==> config.mk <==
export PLATFORM = sky130hd
export DESIGN_NAME = priority_queue_linear_scan
export DESIGN_NICKNAME = d
export VERILOG_FILES = /design/src/hdl/pqls_pkg.sv /design/src/hdl/pqls_mem.sv /design/src/hdl/pqls_ctrl.sv /design/src/hdl/priority_queue_linear_scan.sv
export SDC_FILE = /design/constraint.sdc
export NUM_CORES = 1
export LEC_CHECK = 0
export BUFFER_PORTS_ARGS = -buffer_cell sky130_fd_sc_hd__buf_2
export CAP_MARGIN = 20
export CORE_MARGIN = 1
export CORE_UTILIZATION = 46
export DETAILED_ROUTE_END_ITERATION = 12
export GPL_TIMING_DRIVEN = 0
export SYNTH_ARGS = -nofsm -noshare
export SYNTH_HDL_FRONTEND = slang
export SYNTH_HIERARCHICAL = 1
export SYNTH_SLANG_ARGS = --single-unit
==> constraint.sdc <==
create_clock -name clk -period 13.9 [get_ports clk]
set_input_delay 0.695 -clock clk [delete_from_list [all_inputs] [get_ports clk]]
set_output_delay 0.695 -clock clk [all_outputs]
set_load 0.01 [all_outputs]
==> src/hdl/pqls_pkg.sv <==
package pqls_pkg;

  localparam int VALUE_W = 32;
  localparam int PRIO_W  = 16;
  localparam int CAP_W   = 5;
  localparam int COUNT_W = 5;
  localparam int STAT_W  = 2;

  localparam logic [CAP_W-1:0] CAP_RESET = 5'd16;

  localparam logic OP_ADD     = 1'b0;
  localparam logic OP_EXTRACT = 1'b1;

  localparam logic [STAT_W-1:0] ST_ADDED     = 2'd0;
  localparam logic [STAT_W-1:0] ST_DROPPED   = 2'd1;
  localparam logic [STAT_W-1:0] ST_EXTRACTED = 2'd2;
  localparam logic [STAT_W-1:0] ST_EMPTY     = 2'd3;

  localparam logic signed [VALUE_W-1:0] EMPTY_VALUE = -32'sd1;
  localparam logic signed [VALUE_W-1:0] ZERO_VALUE  = 32'sd0;

  typedef struct packed {
    logic                      op;
    logic signed [VALUE_W-1:0] item_value;
    logic signed [PRIO_W-1:0]  item_priority;
  } in_item_t;

  typedef struct packed {
    logic signed [VALUE_W-1:0] out_value;
    logic [STAT_W-1:0]         status;
    logic [COUNT_W-1:0]        entry_count;
    logic                      is_full;
    logic                      is_empty;
  } out_item_t;

  // One stored queue entry: value and priority share a memory word.
  typedef struct packed {
    logic signed [VALUE_W-1:0] value;
    logic signed [PRIO_W-1:0]  prio;
  } entry_t;

endpackage

==> src/hdl/pqls_mem.sv <==
module pqls_mem #(
  parameter int DEPTH = 16,
  parameter int IDX_W = $clog2(DEPTH)
) (
  input  logic              clk,
  input  logic              wr_en,
  input  logic [IDX_W-1:0]  wr_addr,
  input  pqls_pkg::entry_t  wr_data,
  input  logic              rd_en,
  input  logic [IDX_W-1:0]  rd_addr,
  output pqls_pkg::entry_t  rd_data
);
  import pqls_pkg::*;

  entry_t mem [DEPTH];

  always_ff @(posedge clk) begin
    if (wr_en) begin
      mem[wr_addr] <= wr_data;
    end
  end

  always_ff @(posedge clk) begin
    if (rd_en) begin
      rd_data <= mem[rd_addr];
    end
  end

endmodule

==> src/hdl/pqls_ctrl.sv <==
module pqls_ctrl #(
  parameter int DEPTH = 16,
  parameter int IDX_W = $clog2(DEPTH),
  parameter int CNT_W = $clog2(DEPTH + 1)
) (
  input  logic                clk,
  input  logic                rst_n,
  input  logic                in_valid,
  output logic                in_stall,
  input  pqls_pkg::in_item_t  in_data,
  input  logic [CNT_W-1:0]    cap_eff,
  output logic                res_valid,
  input  logic                res_ready,
  output pqls_pkg::out_item_t res_data,
  output logic                wr_en,
  output logic [IDX_W-1:0]    wr_addr,
  output pqls_pkg::entry_t    wr_data,
  output logic                rd_en,
  output logic [IDX_W-1:0]    rd_addr,
  input  pqls_pkg::entry_t    rd_data
);
  import pqls_pkg::*;

  localparam logic [1:0] S_IDLE  = 2'd0;
  localparam logic [1:0] S_SCAN  = 2'd1;
  localparam logic [1:0] S_SHIFT = 2'd2;
  localparam logic [1:0] S_DONE  = 2'd3;

  logic [1:0]                state_r, state_nxt;
  logic [CNT_W-1:0]          occ_r, occ_nxt;
  logic [CNT_W-1:0]          cnt_r, cnt_nxt;
  logic                      rvld_r, rvld_nxt;
  logic [IDX_W-1:0]          raddr_r, raddr_nxt;
  logic [IDX_W-1:0]          best_idx_r, best_idx_nxt;
  logic signed [PRIO_W-1:0]  best_prio_r, best_prio_nxt;
  logic signed [VALUE_W-1:0] res_val_r, res_val_nxt;
  logic [STAT_W-1:0]         res_st_r, res_st_nxt;

  logic             take;
  logic             last;
  logic             issue;
  logic [IDX_W-1:0] bidx;
  logic [CNT_W-1:0] shift_start;
  logic             in_acc;

  assign in_stall = (state_r != S_IDLE);
  assign in_acc   = in_valid && !in_stall;

  // The first entry read always seeds the running best; later ones win only
  // on a strictly larger priority, so the earliest entry keeps a tie.
  assign take  = rvld_r && ((raddr_r == '0) || (rd_data.prio > best_prio_r));
  assign last  = rvld_r && (CNT_W'(raddr_r) == occ_r - CNT_W'(1));
  assign issue = (cnt_r < occ_r);
  assign bidx  = take ? raddr_r : best_idx_r;
  assign shift_start = CNT_W'(bidx) + CNT_W'(1);

  always_comb begin
    state_nxt     = state_r;
    occ_nxt       = occ_r;
    cnt_nxt       = cnt_r;
    rvld_nxt      = 1'b0;
    raddr_nxt     = cnt_r[IDX_W-1:0];
    best_idx_nxt  = best_idx_r;
    best_prio_nxt = best_prio_r;
    res_val_nxt   = res_val_r;
    res_st_nxt    = res_st_r;
    rd_en         = 1'b0;
    rd_addr       = cnt_r[IDX_W-1:0];
    wr_en         = 1'b0;
    wr_addr       = occ_r[IDX_W-1:0];
    wr_data.value = in_data.item_value;
    wr_data.prio  = in_data.item_priority;
    res_valid     = 1'b0;

    unique case (state_r)
      S_IDLE: begin
        if (in_acc) begin
          if (in_data.op == OP_ADD) begin
            res_val_nxt = ZERO_VALUE;
            state_nxt   = S_DONE;
            if (occ_r >= cap_eff) begin
              res_st_nxt = ST_DROPPED;
            end else begin
              wr_en      = 1'b1;
              occ_nxt    = occ_r + CNT_W'(1);
              res_st_nxt = ST_ADDED;
            end
          end else if (occ_r == '0) begin
            res_val_nxt = EMPTY_VALUE;
            res_st_nxt  = ST_EMPTY;
            state_nxt   = S_DONE;
          end else begin
            cnt_nxt    = '0;
            res_st_nxt = ST_EXTRACTED;
            state_nxt  = S_SCAN;
          end
        end
      end
      S_SCAN: begin
        if (issue) begin
          rd_en    = 1'b1;
          rvld_nxt = 1'b1;
          cnt_nxt  = cnt_r + CNT_W'(1);
        end
        if (take) begin
          best_idx_nxt  = raddr_r;
          best_prio_nxt = rd_data.prio;
          res_val_nxt   = rd_data.value;
        end
        if (last) begin
          if (shift_start < occ_r) begin
            cnt_nxt   = shift_start;
            state_nxt = S_SHIFT;
          end else begin
            occ_nxt   = occ_r - CNT_W'(1);
            state_nxt = S_DONE;
          end
        end
      end
      S_SHIFT: begin
        // Read entry i+1 while entry i-1 is written, so the two never meet.
        if (issue) begin
          rd_en    = 1'b1;
          rvld_nxt = 1'b1;
          cnt_nxt  = cnt_r + CNT_W'(1);
        end
        if (rvld_r) begin
          wr_en   = 1'b1;
          wr_addr = raddr_r - IDX_W'(1);
          wr_data = rd_data;
        end
        if (last) begin
          occ_nxt   = occ_r - CNT_W'(1);
          state_nxt = S_DONE;
        end
      end
      S_DONE: begin
        res_valid = 1'b1;
        if (res_ready) begin
          state_nxt = S_IDLE;
        end
      end
      default: begin
        state_nxt = S_IDLE;
      end
    endcase
  end

  always_comb begin
    res_data.out_value   = res_val_r;
    res_data.status      = res_st_r;
    res_data.entry_count = COUNT_W'(occ_r);
    res_data.is_full     = (occ_r >= cap_eff);
    res_data.is_empty    = (occ_r == '0);
  end

  always_ff @(posedge clk) begin
    if (!rst_n) begin
      state_r <= S_IDLE;
      occ_r   <= '0;
      rvld_r  <= 1'b0;
    end else begin
      state_r <= state_nxt;
      occ_r   <= occ_nxt;
      rvld_r  <= rvld_nxt;
    end
  end

  always_ff @(posedge clk) begin
    cnt_r       <= cnt_nxt;
    raddr_r     <= raddr_nxt;
    best_idx_r  <= best_idx_nxt;
    best_prio_r <= best_prio_nxt;
    res_val_r   <= res_val_nxt;
    res_st_r    <= res_st_nxt;
  end

  a_extract_scans: assert property (@(posedge clk) disable iff (!rst_n)
    in_acc && (in_data.op == OP_EXTRACT) && (occ_r != '0) |=> state_r == S_SCAN)
    else $error("extract on a non-empty queue did not start a scan");

  a_write_source: assert property (@(posedge clk) disable iff (!rst_n)
    wr_en |-> (state_r == S_SHIFT) || (in_acc && (in_data.op == OP_ADD)))
    else $error("entry memory written outside an add or a shift");

  a_count_moves_at_done: assert property (@(posedge clk) disable iff (!rst_n)
    (occ_r != $past(occ_r)) |-> state_r == S_DONE)
    else $error("occupancy changed without finishing an operation");

  a_result_holds: assert property (@(posedge clk) disable iff (!rst_n)
    res_valid && !res_ready |=> res_valid && $stable(res_data))
    else $error("pending result changed before it was taken");

endmodule

==> src/hdl/priority_queue_linear_scan.sv <==
// Channel  Handshake              Beat contents
// -------  ---------------------  ----------------------------------------------
// in_*     in_valid / in_stall    in_item_t: op, item_value, item_priority
// out_*    out_valid / out_stall  out_item_t: out_value, status, count, flags
// cfg_*    cfg_valid / cfg_ready  capacity_limit, 5 bits
//
// An add or an empty extract goes from acceptance straight to its result state.
// An extract on n entries with its winner at index b scans, then closes the gap, one
// entry per cycle, unless the winner is last; a new beat is accepted only once the
// previous result has gone to the output register.
// Synchronous reset (rst_n low) empties the queue and sets the capacity to 16.
// A stalled result holds the output register; the next beat still runs, then waits.
module priority_queue_linear_scan #(
  parameter int DEPTH = 16
) (
  input  logic                clk,
  input  logic                rst_n,
  input  logic                in_valid,
  output logic                in_stall,
  input  pqls_pkg::in_item_t  in_data,
  output logic                out_valid,
  input  logic                out_stall,
  output pqls_pkg::out_item_t out_data,
  input  logic                cfg_valid,
  output logic                cfg_ready,
  input  logic [pqls_pkg::CAP_W-1:0] cfg_data
);
  import pqls_pkg::*;

  localparam int IDX_W = $clog2(DEPTH);
  localparam int CNT_W = $clog2(DEPTH + 1);
  // Wide enough to compare the 5-bit register against DEPTH without loss.
  localparam int CMP_W = (CNT_W > CAP_W) ? CNT_W : CAP_W;

  logic [CAP_W-1:0] cap_r;
  logic [CMP_W-1:0] cap_wide;
  logic [CNT_W-1:0] cap_eff;

  logic      res_valid;
  logic      res_ready;
  out_item_t res_data;

  logic      out_valid_r;
  out_item_t out_data_r;

  logic             wr_en;
  logic [IDX_W-1:0] wr_addr;
  entry_t           wr_data;
  logic             rd_en;
  logic [IDX_W-1:0] rd_addr;
  entry_t           rd_data;

  // The capacity register takes a write in any cycle; it is meant to change
  // only while no beat is in flight.
  assign cfg_ready = 1'b1;

  always_ff @(posedge clk) begin
    if (!rst_n) begin
      cap_r <= CAP_RESET;
    end else if (cfg_valid && cfg_ready) begin
      cap_r <= cfg_data;
    end
  end

  // A capacity of zero acts as one; anything above DEPTH saturates.
  always_comb begin
    cap_wide = CMP_W'(cap_r);
    priority if (cap_wide == '0) begin
      cap_eff = CNT_W'(1);
    end else if (cap_wide > CMP_W'(DEPTH)) begin
      cap_eff = CNT_W'(DEPTH);
    end else begin
      cap_eff = CNT_W'(cap_wide);
    end
  end

  pqls_ctrl #(
    .DEPTH (DEPTH),
    .IDX_W (IDX_W),
    .CNT_W (CNT_W)
  ) u_ctrl (
    .clk       (clk),
    .rst_n     (rst_n),
    .in_valid  (in_valid),
    .in_stall  (in_stall),
    .in_data   (in_data),
    .cap_eff   (cap_eff),
    .res_valid (res_valid),
    .res_ready (res_ready),
    .res_data  (res_data),
    .wr_en     (wr_en),
    .wr_addr   (wr_addr),
    .wr_data   (wr_data),
    .rd_en     (rd_en),
    .rd_addr   (rd_addr),
    .rd_data   (rd_data)
  );

  pqls_mem #(
    .DEPTH (DEPTH),
    .IDX_W (IDX_W)
  ) u_mem (
    .clk     (clk),
    .wr_en   (wr_en),
    .wr_addr (wr_addr),
    .wr_data (wr_data),
    .rd_en   (rd_en),
    .rd_addr (rd_addr),
    .rd_data (rd_data)
  );

  // Output register: a new result may load in the same cycle the old one
  // leaves, so a consumer that does not stall never holds up the queue.
  assign res_ready = !out_valid_r || !out_stall;

  always_ff @(posedge clk) begin
    if (!rst_n) begin
      out_valid_r <= 1'b0;
    end else if (res_valid && res_ready) begin
      out_valid_r <= 1'b1;
    end else if (!out_stall) begin
      out_valid_r <= 1'b0;
    end
  end

  always_ff @(posedge clk) begin
    if (res_valid && res_ready) begin
      out_data_r <= res_data;
    end
  end

  assign out_valid = out_valid_r;
  assign out_data  = out_data_r;

  a_out_holds: assert property (@(posedge clk) disable iff (!rst_n)
    out_valid && out_stall |=> out_valid && $stable(out_data))
    else $error("stalled output beat changed");

  a_no_overwrite: assert property (@(posedge clk) disable iff (!rst_n)
    res_valid && res_ready |-> !(out_valid_r && out_stall))
    else $error("result loaded over a stalled output beat");

  a_cap_in_range: assert property (@(posedge clk) disable iff (!rst_n)
    (cap_eff != '0) && (cap_eff <= CNT_W'(DEPTH)))
    else $error("effective capacity out of range");

endmodule
-- Yosys cells after proc, flatten, opt, wreduce, memory -nomap -nowiden
Memories as Yosys holds them, arrays and structs flattened. A register that Yosys moved wholly into a read port is not among the register bits.
Cells that the tools add are included.
- equality and inequality tests: 16
- $lt $le $gt $ge: 5
- $add $sub $neg: 5
- reductions and logical operators: 23
- mux-type cells: 49
- operators with widths (kind ; number):
    32-bit two-way mux ; 4
    48-bit two-way mux ; 2
    5-bit two-way mux ; 14
    32-bit case mux with 2 select lines ; 1
    5-bit case mux with 3 select lines ; 2
    16-bit greater-than comparator ; 1
    1-bit two-way mux ; 14
    2-bit two-way mux ; 7
    4-bit two-way mux ; 3
    2-bit inequality test (second input constant) ; 6
    4-bit AND reduction ; 3
    5-bit by 1-bit adder with 5-bit output (second input constant) ; 2
    5-bit logical NOT ; 2
    5-bit less-than comparator ; 2
    2-bit by 1-bit inequality test with 1-bit output (second input constant) ; 5
    2-bit case mux with 4 select lines ; 1
    7-bit AND reduction ; 1
    4-bit by 1-bit adder with 5-bit output (second input constant) ; 1
    4-bit by 5-bit equality test with 1-bit output ; 1
    5-bit >= comparator ; 1
    5-bit greater-than comparator (second input constant) ; 1
    5-bit by 1-bit subtractor with 5-bit output (second input constant) ; 1
    2-bit equality test (second input constant) ; 2
    1-bit logical AND ; 4
    other kinds (12) ; 17
- word-level logic and storage cells: 115
- input bits: 59
- output and inout bits: 44
- memory bits (writable): 768
- memories kept: 1
- bits in registers: 118
- memories (memory ; words ; width ; rd ports ; clocked after memory_dff ; wr ports ; RTL line ; text):
    u_mem.mem ; 16 ; 48 ; 1 ; 1 ; 1 ; pqls_mem.sv:15 ; entry_t mem [DEPTH];

-- Depth between registers and ports, before layout
Gate-level depths: netlist of the first run.
- word-level depth: 10
- mapped depth: 21
- depth with buffers taken out: 21

-- Modules after synthesis
The synthesis of the first run kept the hierarchy.
- by module, submodules not included (module ; area each (um^2) ; seq. area each (um^2) ; cells an instance ; instances):
    pqls_mem ; 30171.4 ; 24503.5 ; 1242 ; 1
    pqls_ctrl ; 4695.8 ; 2011.9 ; 459 ; 1
    priority_queue_linear_scan ; 1505.2 ; 1351.3 ; 71 ; 1

-- Worst setup path before layout of the first run
OpenSTA, ideal clock, no wires.
- kind: reg2reg
- start point: register cap_r[2]
- end point: memory u_mem/mem[0][0] (netlist name) (enable)
- arrival: 5.867 ns
- library setup time: 0.513 ns
- stages on the path, launching flop included: 12
- slack: 7.520 ns
- required time: 13.387 ns
- clock period less this slack: 6.380 ns
- path buffers: 0
- cells stage by stage: dfxtp_1 or3_1 a21oi_1 ha_1 nand2b_1 a21o_1 a21o_1 a21oi_1 o21ai_0 o21ai_0 or3b_2 nor3_1
- cells in the longest elaborated chain, start to end: 10
- elaborated cells between the ends (all ways): 11
- those cells by class: order compare: 2; mux: 8; reduce/logical: 1
- ends and longest elaborated chain (item ; RTL line ; text):
    start: declaration ; priority_queue_linear_scan.sv:35 ; logic [CAP_W-1:0] cap_r;
    start signal: assignment ; priority_queue_linear_scan.sv:61 ; cap_r <= cfg_data;
    5-bit greater-than comparator ; priority_queue_linear_scan.sv:70 ; end else if (cap_wide > CMP_W'(DEPTH)) begin
    5-bit two-way mux ; priority_queue_linear_scan.sv:70 ;
    5-bit two-way mux (*) ; priority_queue_linear_scan.sv:68 ; priority if (cap_wide == '0) begin
    via cap_eff[0] ; priority_queue_linear_scan.sv:37 ; logic [CNT_W-1:0] cap_eff;
    5-bit >= comparator (*) ; pqls_ctrl.sv:81 ; if (occ_r >= cap_eff) begin
    1-bit two-way mux (*) ; pqls_ctrl.sv:81 ;
    1-bit two-way mux (*) ; pqls_ctrl.sv:78 ; if (in_data.op == OP_ADD) begin
    1-bit two-way mux (*) ; pqls_ctrl.sv:77 ; if (in_acc) begin
    1-bit case mux with 2 select lines (*) ; pqls_ctrl.sv:75 ; unique case (state_r)
    via wr_en ; priority_queue_linear_scan.sv:46 ; logic wr_en;
    1-bit two-way mux (*) ; pqls_mem.sv:18 ; if (wr_en) begin
    1-bit two-way mux (implied by the code) (*) ; pqls_mem.sv:19 ; mem[wr_addr] <= wr_data;
    end: declaration ; pqls_mem.sv:15 ;
Mark *: on every way through the listed nets, which the timed path passes. The rest lies on a longest branch.

-- Worst setup path after layout of the first run
- start point: register u_mem/rd_data[15] (netlist name)
- end point: register u_ctrl.occ_r[0]
- cells in the longest elaborated chain, start to end: 8
- ends and longest elaborated chain (item ; RTL line ; text):
    16-bit greater-than comparator ; pqls_ctrl.sv:51 ; assign take = rvld_r && ((raddr_r == '0) || (rd_data.prio > best_prio_r));
    1-bit logical OR ; pqls_ctrl.sv:51 ;
    1-bit logical AND ; pqls_ctrl.sv:51 ;
    4-bit two-way mux ; pqls_ctrl.sv:54 ; assign bidx = take ? raddr_r : best_idx_r;
    via u_ctrl.bidx[1] ; pqls_ctrl.sv:42 ; logic [IDX_W-1:0] bidx;
    4-bit by 1-bit adder with 5-bit output ; pqls_ctrl.sv:55 ; assign shift_start = CNT_W'(bidx) + CNT_W'(1);
    5-bit less-than comparator ; pqls_ctrl.sv:111 ; if (shift_start < occ_r) begin
    2-bit inequality test (no source line) ; -- ;
    7-bit AND reduction (no source line) ; -- ;
    end signal: assignment ; pqls_ctrl.sv:164 ; occ_r <= occ_nxt;
    end: declaration ; pqls_ctrl.sv:30 ; logic [CNT_W-1:0] occ_r, occ_nxt;
The timed path passes the listed nets, and every way through them passes these cells.
A chain may end at the register's enable or synchronous reset.

==> flow_metrics.env, run 1 <==
export IMPL_status="finished, final reports clean"
export IMPL_antenna_cells=0
export IMPL_clock_sinks=934
export IMPL_timing_rr_start="u_mem/rd_data[15]"
export IMPL_hold_viol=0
export IMPL_yosysTopAreaCell="edfxtp_1"
export IMPL_dp_hpwl_microns=56200
export IMPL_period_minus_slack_ns=5.36
export IMPL_fin_area_sq_mm=0.0425
export IMPL_setup_worst_path_start_class="register"
export IMPL_pwr_share_seq_pct=43.8
export IMPL_crit_arrival_ns=5.92
export IMPL_initial_core_util_pct=46.7
export IMPL_slowest_stage="edfxtp_1"
export IMPL_final_common_cell="edfxtp_1"
export IMPL_cts_resized_gates=0
export IMPL_finalCritPeriodShare_pct=38.6
export IMPL_dr_first_iter_drc_count=1797
export IMPL_rows=102
export IMPL_synthesis_instances=1772
export IMPL_power_mw=8.38
export IMPL_critPathCapture="u_ctrl/occ_r[0]"
export IMPL_clock_path_buffers=3
export IMPL_hold_ws_ns=0.276
export IMPL_power_frac_clock_pct=29.1
export IMPL_ir_worst_vdd_v=0.000108
export IMPL_crit_chain="ha_1 > nand4_1 > nor3_1 > a2111o_1 > o31ai_2 > nand2_1 > nor2_2 > o21ai_0 > ha_1 > xor2_1 > ha_1 > a21o_1 > a21o_1 > a21oi_1 > and2_1 > nand2_1 > a21oi_1 > nor2_1 > o21ai_0"
export IMPL_async_flop_share_pct=0
export IMPL_avgSynthCellArea_sq_um=20.5
export IMPL_worstHoldStart="cfg_data[4]"
export IMPL_die_y_microns=283
export IMPL_cts_tree="yes"
export IMPL_reg2reg_to="u_ctrl/occ_r[0]"
export IMPL_skew_ns=0.0256
export IMPL_mostFrequentLayoutCells="edfxtp_1 (916), mux4_2 (192), nand2_1 (140)"
export IMPL_worstMarginPinSlew_ns=1.16
export IMPL_synthesis_nets=1872
export IMPL_grt_pass1_wl_microns=127000
export IMPL_ant_nets=0
export IMPL_cts_buffers=97
export IMPL_area_growth_pct=16.9
export IMPL_synth_main_ff_cell="edfxtp_1"
export IMPL_grt_usage_pct=21.9
export IMPL_post_cts_repair_setup_buffers=0
export IMPL_holdBufCountCts=0
export IMPL_htreeDepth=3
export IMPL_synth_area_leaders="edfxtp_1 (76%), mux4_2 (12%), a22oi_1 (2.0%)"
export IMPL_finalMaxSlewViolations=0
export IMPL_syn_cell_area_sq_mm=0.0364
export IMPL_cp_common_cell="ha_1"
export IMPL_antenna_found_initial=0
export IMPL_grt_ovfl_total=0
export IMPL_placed_cell_area_sq_mm=0.0395
export IMPL_worst_path_max_fanout=6
export IMPL_insertion_delay_ns=0.65
export IMPL_slew_headroom_pct=22.2
export IMPL_crit_required_ns=14.46
export IMPL_synth_edf_count=916
export IMPL_ff2ff_path_depth=19
export IMPL_fin_tns_setup_ns=0
export IMPL_nets=2136
export IMPL_drv_cap=0
export IMPL_ys_seq_area_share_pct=76.6
export IMPL_hp_class="input port to register"
export IMPL_root_buffer="clkbuf_16"
export IMPL_switching_share_pct=30.4
export IMPL_p_leak_nw=14.0
export IMPL_r2r_setup_slack_ns=8.54
export IMPL_end_kind="register"
export IMPL_fmax_mhz=186
export IMPL_setup_violations=0
export IMPL_ys_types=54
export IMPL_drive_gt1_share_pct=28.7
export IMPL_setup_worst_path_class="register to register"
export IMPL_p_sw_mw=2.54
export IMPL_rsz0062_at_grt="false"
export IMPL_startpoint="u_mem/rd_data[15]"
export IMPL_cellInternalPower_mw=5.83
export IMPL_routed_wl_microns=86600
export IMPL_slowest_delay_ns=0.50
export IMPL_wl_per_cell_microns=27.4
export IMPL_dieArea_sq_mm=0.0802
export IMPL_drcViolationCount=0
export IMPL_combPwrFrac_pct=27.0
export IMPL_path_clk_slew_ns=0.06
export IMPL_first_pass_iters=5
export IMPL_grt_max_degree=36
export IMPL_ys_seq_elements=934
export IMPL_synth_top_cell_area_share_pct=75.6
export IMPL_io_pins=103
export IMPL_numPortBuffers=100
export IMPL_grt_pass1_vias=18711
export IMPL_coreArea_sq_mm=0.0778
export IMPL_viasPerCell=5.82
export IMPL_place_gp_congestion=0.815
export IMPL_ys_warn_count=6
export IMPL_power_density_mw_per_mm2=197
export IMPL_die_x_microns=283
export IMPL_vias=18360
[metal layers]
metal	vias to the layer above	part of all wire, %	global-route usage, %
met3	111	7.4	3.78
met2	723	48	35.0
met5	-	0	0
met1	9718	43	31.4
li1	7808	-	-
met4	0	1.8	5.46
[synth_stat cells (all sizes together), types with 2 or more instances]
master and instances:
edfxtp 916, mux4 192, nand2 140, a22oi 96
mux2 49, buf 48, clkbuf 41, ha 41
inv 35, nor2 28, dfxtp 18, a21oi 17
nor2b 15, nor3 14, a21o 11, mux2i 11
o21ai 11, nand4 10, xor2 9, nand3 8
and2 7, nand2b 6, xnor2 5, and3 4
o2bb2ai 4, o31ai 4, a211oi 3, nand3b 3
o21a 3, or3 3, o211a 2, o22ai 2
[power by group through the flow]
stage | logic (mW) | clock network, mW | registers, mW
detailed placement | 2.28 | 0 | 3.73
finish | 2.27 | 2.44 | 3.67
CTS | 2.30 | 2.49 | 3.67
floorplan | 1.50 | 0 | 3.68
global route | 2.44 | 2.60 | 3.70
global placement | 2.17 | 0 | 3.76
[cell type report]
| class | count | area (sq um) |
|---|---|---|
| fillers | 5969 | 35300 |
| flip-flops and latches | 934 | 27900 |
| multi-input cells | 714 | 8070 |
| clock buffers | 113 | 2530 |
| repair buffers | 165 | 1710 |
| well taps | 1040 | 1300 |
| clock inverters | 67 | 475 |
| plain buffers | 89 | 430 |
| inverters | 35 | 131 |
[stage by stage]
step,utilization (%),instances,worst slack (ns)
after floorplan,-,1772,7.52
after global placement,49.0,2912,2.04
after detailed placement,50.8,2977,8.57
after CTS,54.6,3157,8.55
after global routing,54.6,3157,8.20
final,54.6,3157,8.54
[cells by family (layout without fill, tap and decap cells)]
group / Yosys count / count (layout) / synth area share, %
DFF: 934 / 934 / 76.6
muxes: 252 / 252 / 13.7
and+or+nand+nor: 242 / 242 / 2.98
AOI/OAI and AO/OA: 164 / 164 / 3.40
buffers and inverters: 124 / 469 / 1.54
adders and majority gates: 41 / 41 / 1.41
xor gates and xnor gates: 14 / 14 / 0.337
other: 1 / 1 / 0.0103
[worst max-delay path: cells and delay by family (launching register included)]
kind | cells | cell delay, ns
and+or+nand+nor | 7 | 1.37
adders and majority gates | 3 | 0.99
AOI/OAI and AO/OA | 8 | 2.06
DFF | 1 | 0.50
xor gates and xnor gates | 1 | 0.37
[how the worst min path moves through the flow]
stage	cells past startpoint	endpoint	slack, ns
6_report	3	cap_r[4]	0.28
5_1_grt	3	cap_r[4]	0.28
4_1_cts	3	cap_r[4]	0.24
3_5_place_dp	0	out_data[25]	0.40
3_3_place_gp	0	out_data[10]	0.40
2_1_floorplan	0	out_data[10]	0.40
[state kept, by name, indices dropped and copies added, names as in the netlist]
name	cells
cap_r	5
out_data	41
out_valid	1
u_ctrl/best_idx_r	4
u_ctrl/best_prio_r	16
u_ctrl/cnt_r	5
u_ctrl/occ_r	5
u_ctrl/raddr_r	4
u_ctrl/res_st_r	2
u_ctrl/res_val_r	32
u_ctrl/rvld_r	1
u_ctrl/state_r	2
u_mem/mem	768
u_mem/rd_data	48
No activity file was read; power rests on OpenSTA's default activity.
==> inputs of run 2 (changes only) <==
Settings changed: ABC_AREA set to 1.
Clock period 13.9 ns to 4.4 ns, I/O delays scaled along.
==> flow_metrics.env, run 2 <==
export IMPL_grt_pass1_wl_microns=178000
export IMPL_synth_area_leaders="edfxtp_1 (68%), nand2_1 (10%), nand3_1 (7.4%)"
export IMPL_place_gp_congestion=0.831
export IMPL_largest_reg_flops=768
export IMPL_setup_worst_path_class="register to register"
export IMPL_synth_xor_area_share_pct=0.299
export IMPL_status="finished, final reports clean"
export IMPL_drv_cap=0
export IMPL_crit_arrival_ns=4.55
export IMPL_synth_top_cell_area_share_pct=67.8
export IMPL_first_pass_iters=6
export IMPL_hp_class="input port to register"
export IMPL_vias=28404
export IMPL_numPortBuffers=101
export IMPL_synthesis_nets=3892
export IMPL_mostFrequentLayoutCells="nand2_1 (1113), edfxtp_1 (916), inv_1 (679)"
export IMPL_fin_tns_setup_ns=0
export IMPL_root_buffer="clkbuf_16"
export IMPL_die_y_microns=299
export IMPL_final_common_cell="nand2_1"
export IMPL_drcViolationCount=0
export IMPL_setup_ws_ns=0.202
export IMPL_synth_main_ff_cell="edfxtp_1"
export IMPL_synth_top_family_by_area="simple AND/OR/NAND/NOR gates"
export IMPL_p_leak_nw=20.0
export IMPL_drive_gt1_share_pct=12.1
export IMPL_avgSynthCellArea_sq_um=10.7
export IMPL_cts_buffers=98
export IMPL_syn_cell_area_sq_mm=0.0406
export IMPL_fin_area_sq_mm=0.0471
export IMPL_ir_worst_vdd_v=0.000517
export IMPL_worstMarginPinSlew_ns=1.25
export IMPL_clock_sinks=934
export IMPL_placed_cell_area_sq_mm=0.0437
export IMPL_ys_warn_count=6
export IMPL_yosysTopAreaCell="edfxtp_1"
export IMPL_synth_most_common_cell="nand2_1"
export IMPL_setup_violations=0
export IMPL_dp_hpwl_microns=79400
export IMPL_skew_ns=0.0360
export IMPL_synthMuxAreaShare_pct=0.416
export IMPL_ys_seq_elements=934
export IMPL_finalMaxSlewViolations=0
export IMPL_coreArea_sq_mm=0.0870
export IMPL_routed_wl_microns=123000
export IMPL_ant_nets=0
export IMPL_end_kind="register"
export IMPL_power_mw=31.1
export IMPL_initial_core_util_pct=46.6
export IMPL_path_clk_slew_ns=0.06
export IMPL_nets=4192
export IMPL_die_x_microns=299
export IMPL_viasPerCell=5.33
export IMPL_grt_pass1_vias=26986
export IMPL_cts_tree="yes"
export IMPL_grt_ovfl_total=0
export IMPL_synth_simple_area_share_pct=18.7
export IMPL_area_growth_pct=16.1
export IMPL_ys_types=40
export IMPL_dieArea_sq_mm=0.0894
export IMPL_worst_path_max_fanout=20
export IMPL_async_flop_share_pct=0
export IMPL_crit_required_ns=4.75
export IMPL_setup_worst_path_start_class="register"
export IMPL_power_density_mw_per_mm2=660
export IMPL_io_pins=103
export IMPL_ys_seq_area_share_pct=68.7
export IMPL_fmax_mhz=238
export IMPL_synthAdderAreaFrac_pct=1.26
export IMPL_clock_path_buffers=3
export IMPL_dr_first_iter_drc_count=3551
export IMPL_grt_usage_pct=27.6
export IMPL_finalCritPeriodShare_pct=95.4
export IMPL_insertion_delay_ns=0.67
export IMPL_nFillCells=7452
export IMPL_dp_cells=5116
export IMPL_grt_max_degree=25
export IMPL_htreeDepth=3
export IMPL_wl_per_cell_microns=23.1
export IMPL_antenna_found_initial=1
export IMPL_top_register="u_mem/mem"
export IMPL_period_minus_slack_ns=4.20
export IMPL_stdcell_count=5329
export IMPL_synth_edf_count=916
export IMPL_dp_worst_setup_slack_ns=-0.282
export IMPL_ys_top_cells_by_count="nand2_1 (1114), edfxtp_1 (916), inv_1 (679), nand3_1 (601), o21ai_0 (88)"
export IMPL_synthesis_instances=3792
export IMPL_hold_viol=0
export IMPL_synth_compound_area_share_pct=1.66
export IMPL_slew_headroom_pct=16.7
export IMPL_rows=108
-- run 2: per-stage QoR --
stage	hold WS (ns)	utilization, %
after floorplan	0.304	-
after global placement	0.402	48.9
after detailed placement	0.405	50.2
after CTS	0.0170	54.1
after global routing	0.0615	54.2
final	0.0387	54.2
-- run 2: worst max-delay path: stages (launching register included) --
cell      delay, ns
dfxtp_1        0.57
inv_1          0.24
ha_1           0.32
o21a_1         0.18
o21a_1         0.16
o21a_1         0.16
o21ai_0        0.15
nand2_1        0.09
nor2_1         0.19
nand2_1        0.10
nand2_1        0.17
nand3b_1       0.37
nor2_4         0.68
buf_16         0.24
buf_12         0.22
-- run 2: final timing paths --
path,from,to,slack [ns],cells past startpoint
setup reg to reg,u_ctrl/occ_r[0],u_mem/mem[5][20],0.20,14
setup / recovery,u_ctrl/occ_r[0],u_mem/mem[5][20],0.20,14
hold reg to reg,u_ctrl/res_val_r[12],out_data[21],0.42,0
hold / removal,in_data[39],u_mem/mem[11][39],0.04,3
-- run 2: layout make-up --
class	instances	area (sq um)	share of cell area (%)
Sequential cell	934	27900	59.1
Antenna cell	1	2.50	0.00531
Clock buffer	117	2560	5.44
Inverter	684	2570	5.45
Buffer	183	1080	2.28
Timing Repair Buffer	200	1860	3.94
Tap cell	1155	1450	3.07
Clock inverter	64	497	1.05
Multi-Input combinational cell	1991	9250	19.6
-- run 2: per-layer routing --
layer	up-vias	part of all wire, %	GRT usage (%)
met5	-	0	0
li1	12987	-	-
met1	13682	41	38.6
met3	255	10	4.92
met2	1480	45	43.0
met4	0	3.8	10.5
-- run 2: power by group --
group	switching, mW	internal, mW	total, mW	leakage [nW]
logic	8.39	3.18	11.6	10.0
clock network	3.47	4.51	7.98	1.51
registers	0.341	11.2	11.5	8.43
-- run 2: cells by family (layout without fill, tap and decap cells) --
kind of cell / Yosys count / after routing
XOR/XNOR: 13 / 13
other: 1 / 2
adder cells (fa/ha/maj): 41 / 41
AND/OR/NAND/NOR: 1794 / 1794
AO/OA/AOI/OAI: 127 / 127
buffers and inverters: 867 / 1248
multiplexers: 15 / 15
flip-flops: 934 / 934
-- run 2: what timing repair did --
item	CTS	global route
hold endpoints to repair	28	0
endpoints found under the setup margin	241	102
buffers inserted	2	4
hold buffers	24	0
pin swaps	1	2
resized for setup	3	7
==> inputs of run 3 (changes only) <==
Settings changed: ABC_AREA 1 to not set.
==> flow_metrics.env, run 3 (same netlist as run 1, synthesis figures left out) <==
export IMPL_ff2ff_path_depth=17
export IMPL_status="finished, final reports clean"
export IMPL_drcViolationCount=0
export IMPL_finalCritPeriodShare_pct=99.6
export IMPL_ant_nets=0
export IMPL_drv_cap=0
export IMPL_mostFrequentLayoutCells="edfxtp_1 (916), mux4_2 (192), nand2_1 (138)"
export IMPL_die_x_microns=283
export IMPL_dp_cells=2964
export IMPL_root_buffer="clkbuf_16"
export IMPL_routed_wl_microns=89500
export IMPL_area_growth_pct=19.5
export IMPL_gr_usage_met2_pct=37.1
export IMPL_dieArea_sq_mm=0.0802
export IMPL_p_sw_mw=8.26
export IMPL_rows=102
export IMPL_vias=18752
export IMPL_combPwrFrac_pct=28.0
export IMPL_ir_worst_vdd_v=0.000448
export IMPL_insertion_delay_ns=0.65
export IMPL_switching_share_pct=30.3
export IMPL_antenna_found_initial=0
export IMPL_grt_ovfl_total=0
export IMPL_cts_tree="yes"
export IMPL_coreArea_sq_mm=0.0778
export IMPL_period_minus_slack_ns=4.38
export IMPL_crit_required_ns=4.89
export IMPL_htreeDepth=3
export IMPL_crit_arrival_ns=4.88
export IMPL_numPortBuffers=100
export IMPL_largest_reg_flops=768
export IMPL_skew_ns=0.0195
export IMPL_worst_path_max_fanout=3
export IMPL_setup_worst_path_start_class="register"
export IMPL_top_usage_layer="met2"
export IMPL_initial_core_util_pct=46.7
export IMPL_wl_per_cell_microns=27.9
export IMPL_p_leak_nw=14.3
export IMPL_met1_usage_pct=31.0
export IMPL_hold_ws_ns=0.106
export IMPL_setup_violations=0
export IMPL_final_common_cell="edfxtp_1"
export IMPL_grt_pass1_wl_microns=130000
export IMPL_fmax_mhz=228
export IMPL_hold_viol=0
export IMPL_power_frac_clock_pct=29.4
export IMPL_cellInternalPower_mw=19.0
export IMPL_setup_worst_path_class="register to register"
export IMPL_dr_first_iter_drc_count=2093
export IMPL_power_density_mw_per_mm2=628
export IMPL_clock_path_buffers=3
export IMPL_clock_sinks=934
export IMPL_end_kind="register"
export IMPL_stdcell_count=3208
export IMPL_grtUsageMet3_pct=3.49
export IMPL_dp_hpwl_microns=55200
export IMPL_grt_usage_pct=22.4
export IMPL_worstMarginPinSlew_ns=1.05
export IMPL_nFillCells=5854
export IMPL_drive_gt1_share_pct=31.0
export IMPL_nets=2189
export IMPL_finalMaxSlewViolations=0
export IMPL_die_y_microns=283
export IMPL_hp_class="input port to register"
export IMPL_place_gp_congestion=0.802
export IMPL_hold_path_cell_count=2
export IMPL_path_clk_slew_ns=0.06
export IMPL_rsz0062_at_grt="true"
export IMPL_grt_max_degree=39
export IMPL_cts_buffers=97
export IMPL_first_pass_iters=6
export IMPL_viasPerCell=5.85
export IMPL_top_register="u_mem/mem"
export IMPL_slew_headroom_pct=30.3
export IMPL_io_pins=103
export IMPL_pwr_share_seq_pct=42.6
export IMPL_grt_pass1_vias=19199
-- run 3: cell types whose count changed in the layout (fill, tap and decap cells not counted), moves of 14 or more --
cell     before  now
mux4_2        0  192
buf_2       178  111
o21ai_0      57    7
inv_1       679   35
nor2b_1       0   14
buf_6        27    0
nor2_1       38   14
a22oi_1       0   96
o21ai_1      32    1
mux2_2       15   49
nand3_1     601    8
nand2_1    1113  138
-- run 3: path summary, 6_finish.rpt --
check | startpoint | slack [ns] | to
max | u_mem/rd_data[13] | 0.02 | u_ctrl/cnt_r[0]
min | in_data[22] | 0.11 | u_mem/mem[3][22]
max reg2reg | u_mem/rd_data[13] | 0.02 | u_ctrl/cnt_r[0]
min reg2reg | u_ctrl/res_val_r[22] | 0.42 | out_data[31]
-- run 3: routing by layer --
layer / vias to the layer above / share of wire, % / wire length (microns)
met1: 9928 / 41 / 36700
met2: 777 / 50 / 44700
li1: 7911 / - / -
met4: 0 / 2.3 / 2050
met3: 136 / 6.7 / 5960
met5: - / 0 / 0
-- run 3: power by group through the flow --
stage          logic [mW]  clock network [mW]  registers [mW]
6_report             7.65                8.02            11.6
5_1_grt              8.18                8.52            11.7
4_1_cts              7.52                8.18            11.6
3_5_place_dp         7.27                   0            11.8
3_3_place_gp         6.87                   0            11.8
2_1_floorplan        4.76                   0            11.6
-- run 3: metrics by stage --
| step | total power [mW] | instance area [sq um] | worst slack [ns] | util [%] | TNS, ns |
|---|---|---|---|---|---|
| finish | 27.3 | 43500 | 0.0166 | 55.8 | 0 |
| global route | 28.4 | 43500 | -0.106 | 55.8 | -0.441 |
| CTS | 27.3 | 43200 | 0.00869 | 55.4 | 0 |
| detailed placement | 19.0 | 39400 | -0.976 | 50.6 | -191.93 |
| global placement | 18.7 | 38200 | -4.21 | 49.1 | -2211.24 |
| floorplan | 16.4 | 36400 | -0.677 | - | -147.24 |
-- run 3: layout make-up --
| cell class | instances | area (sq um) | share of cell area, % |
|---|---|---|---|
| Antenna cell | 2 | 5.00 | 0.0115 |
| Clock inverter | 54 | 538 | 1.24 |
| Clock buffer | 122 | 2580 | 5.95 |
| Multi-Input combinational cell | 714 | 8340 | 19.2 |
| Tap cell | 1040 | 1300 | 2.99 |
| Timing Repair Buffer | 219 | 2260 | 5.21 |
| Buffer | 88 | 434 | 0.999 |
| Sequential cell | 934 | 27900 | 64.1 |
| Inverter | 35 | 131 | 0.302 |
-- run 3: timing repair --
action                                 CTS  global route
setup endpoints to repair              696           233
buffers inserted                        31            16
pin swaps                               24            30
endpoints found under the hold margin   13             0
resized for setup                       22            19
hold buffers                            20             0
-- run 3: worst max-delay path, stage by stage (launching register included) --
cell and delay, ns:
edfxtp_1 0.45, ha_4 0.25, a21o_1 0.15, a21o_1 0.18, a2111o_1 0.47, o31a_1 0.32
o31ai_4 0.28, nand2_2 0.12, ha_4 0.18, xor2_2 0.18, ha_1 0.32, a21o_1 0.16
a21o_1 0.16, a21oi_2 0.20, and2_4 0.20, nand2_1 0.09, or3_1 0.35, o22ai_2 0.15
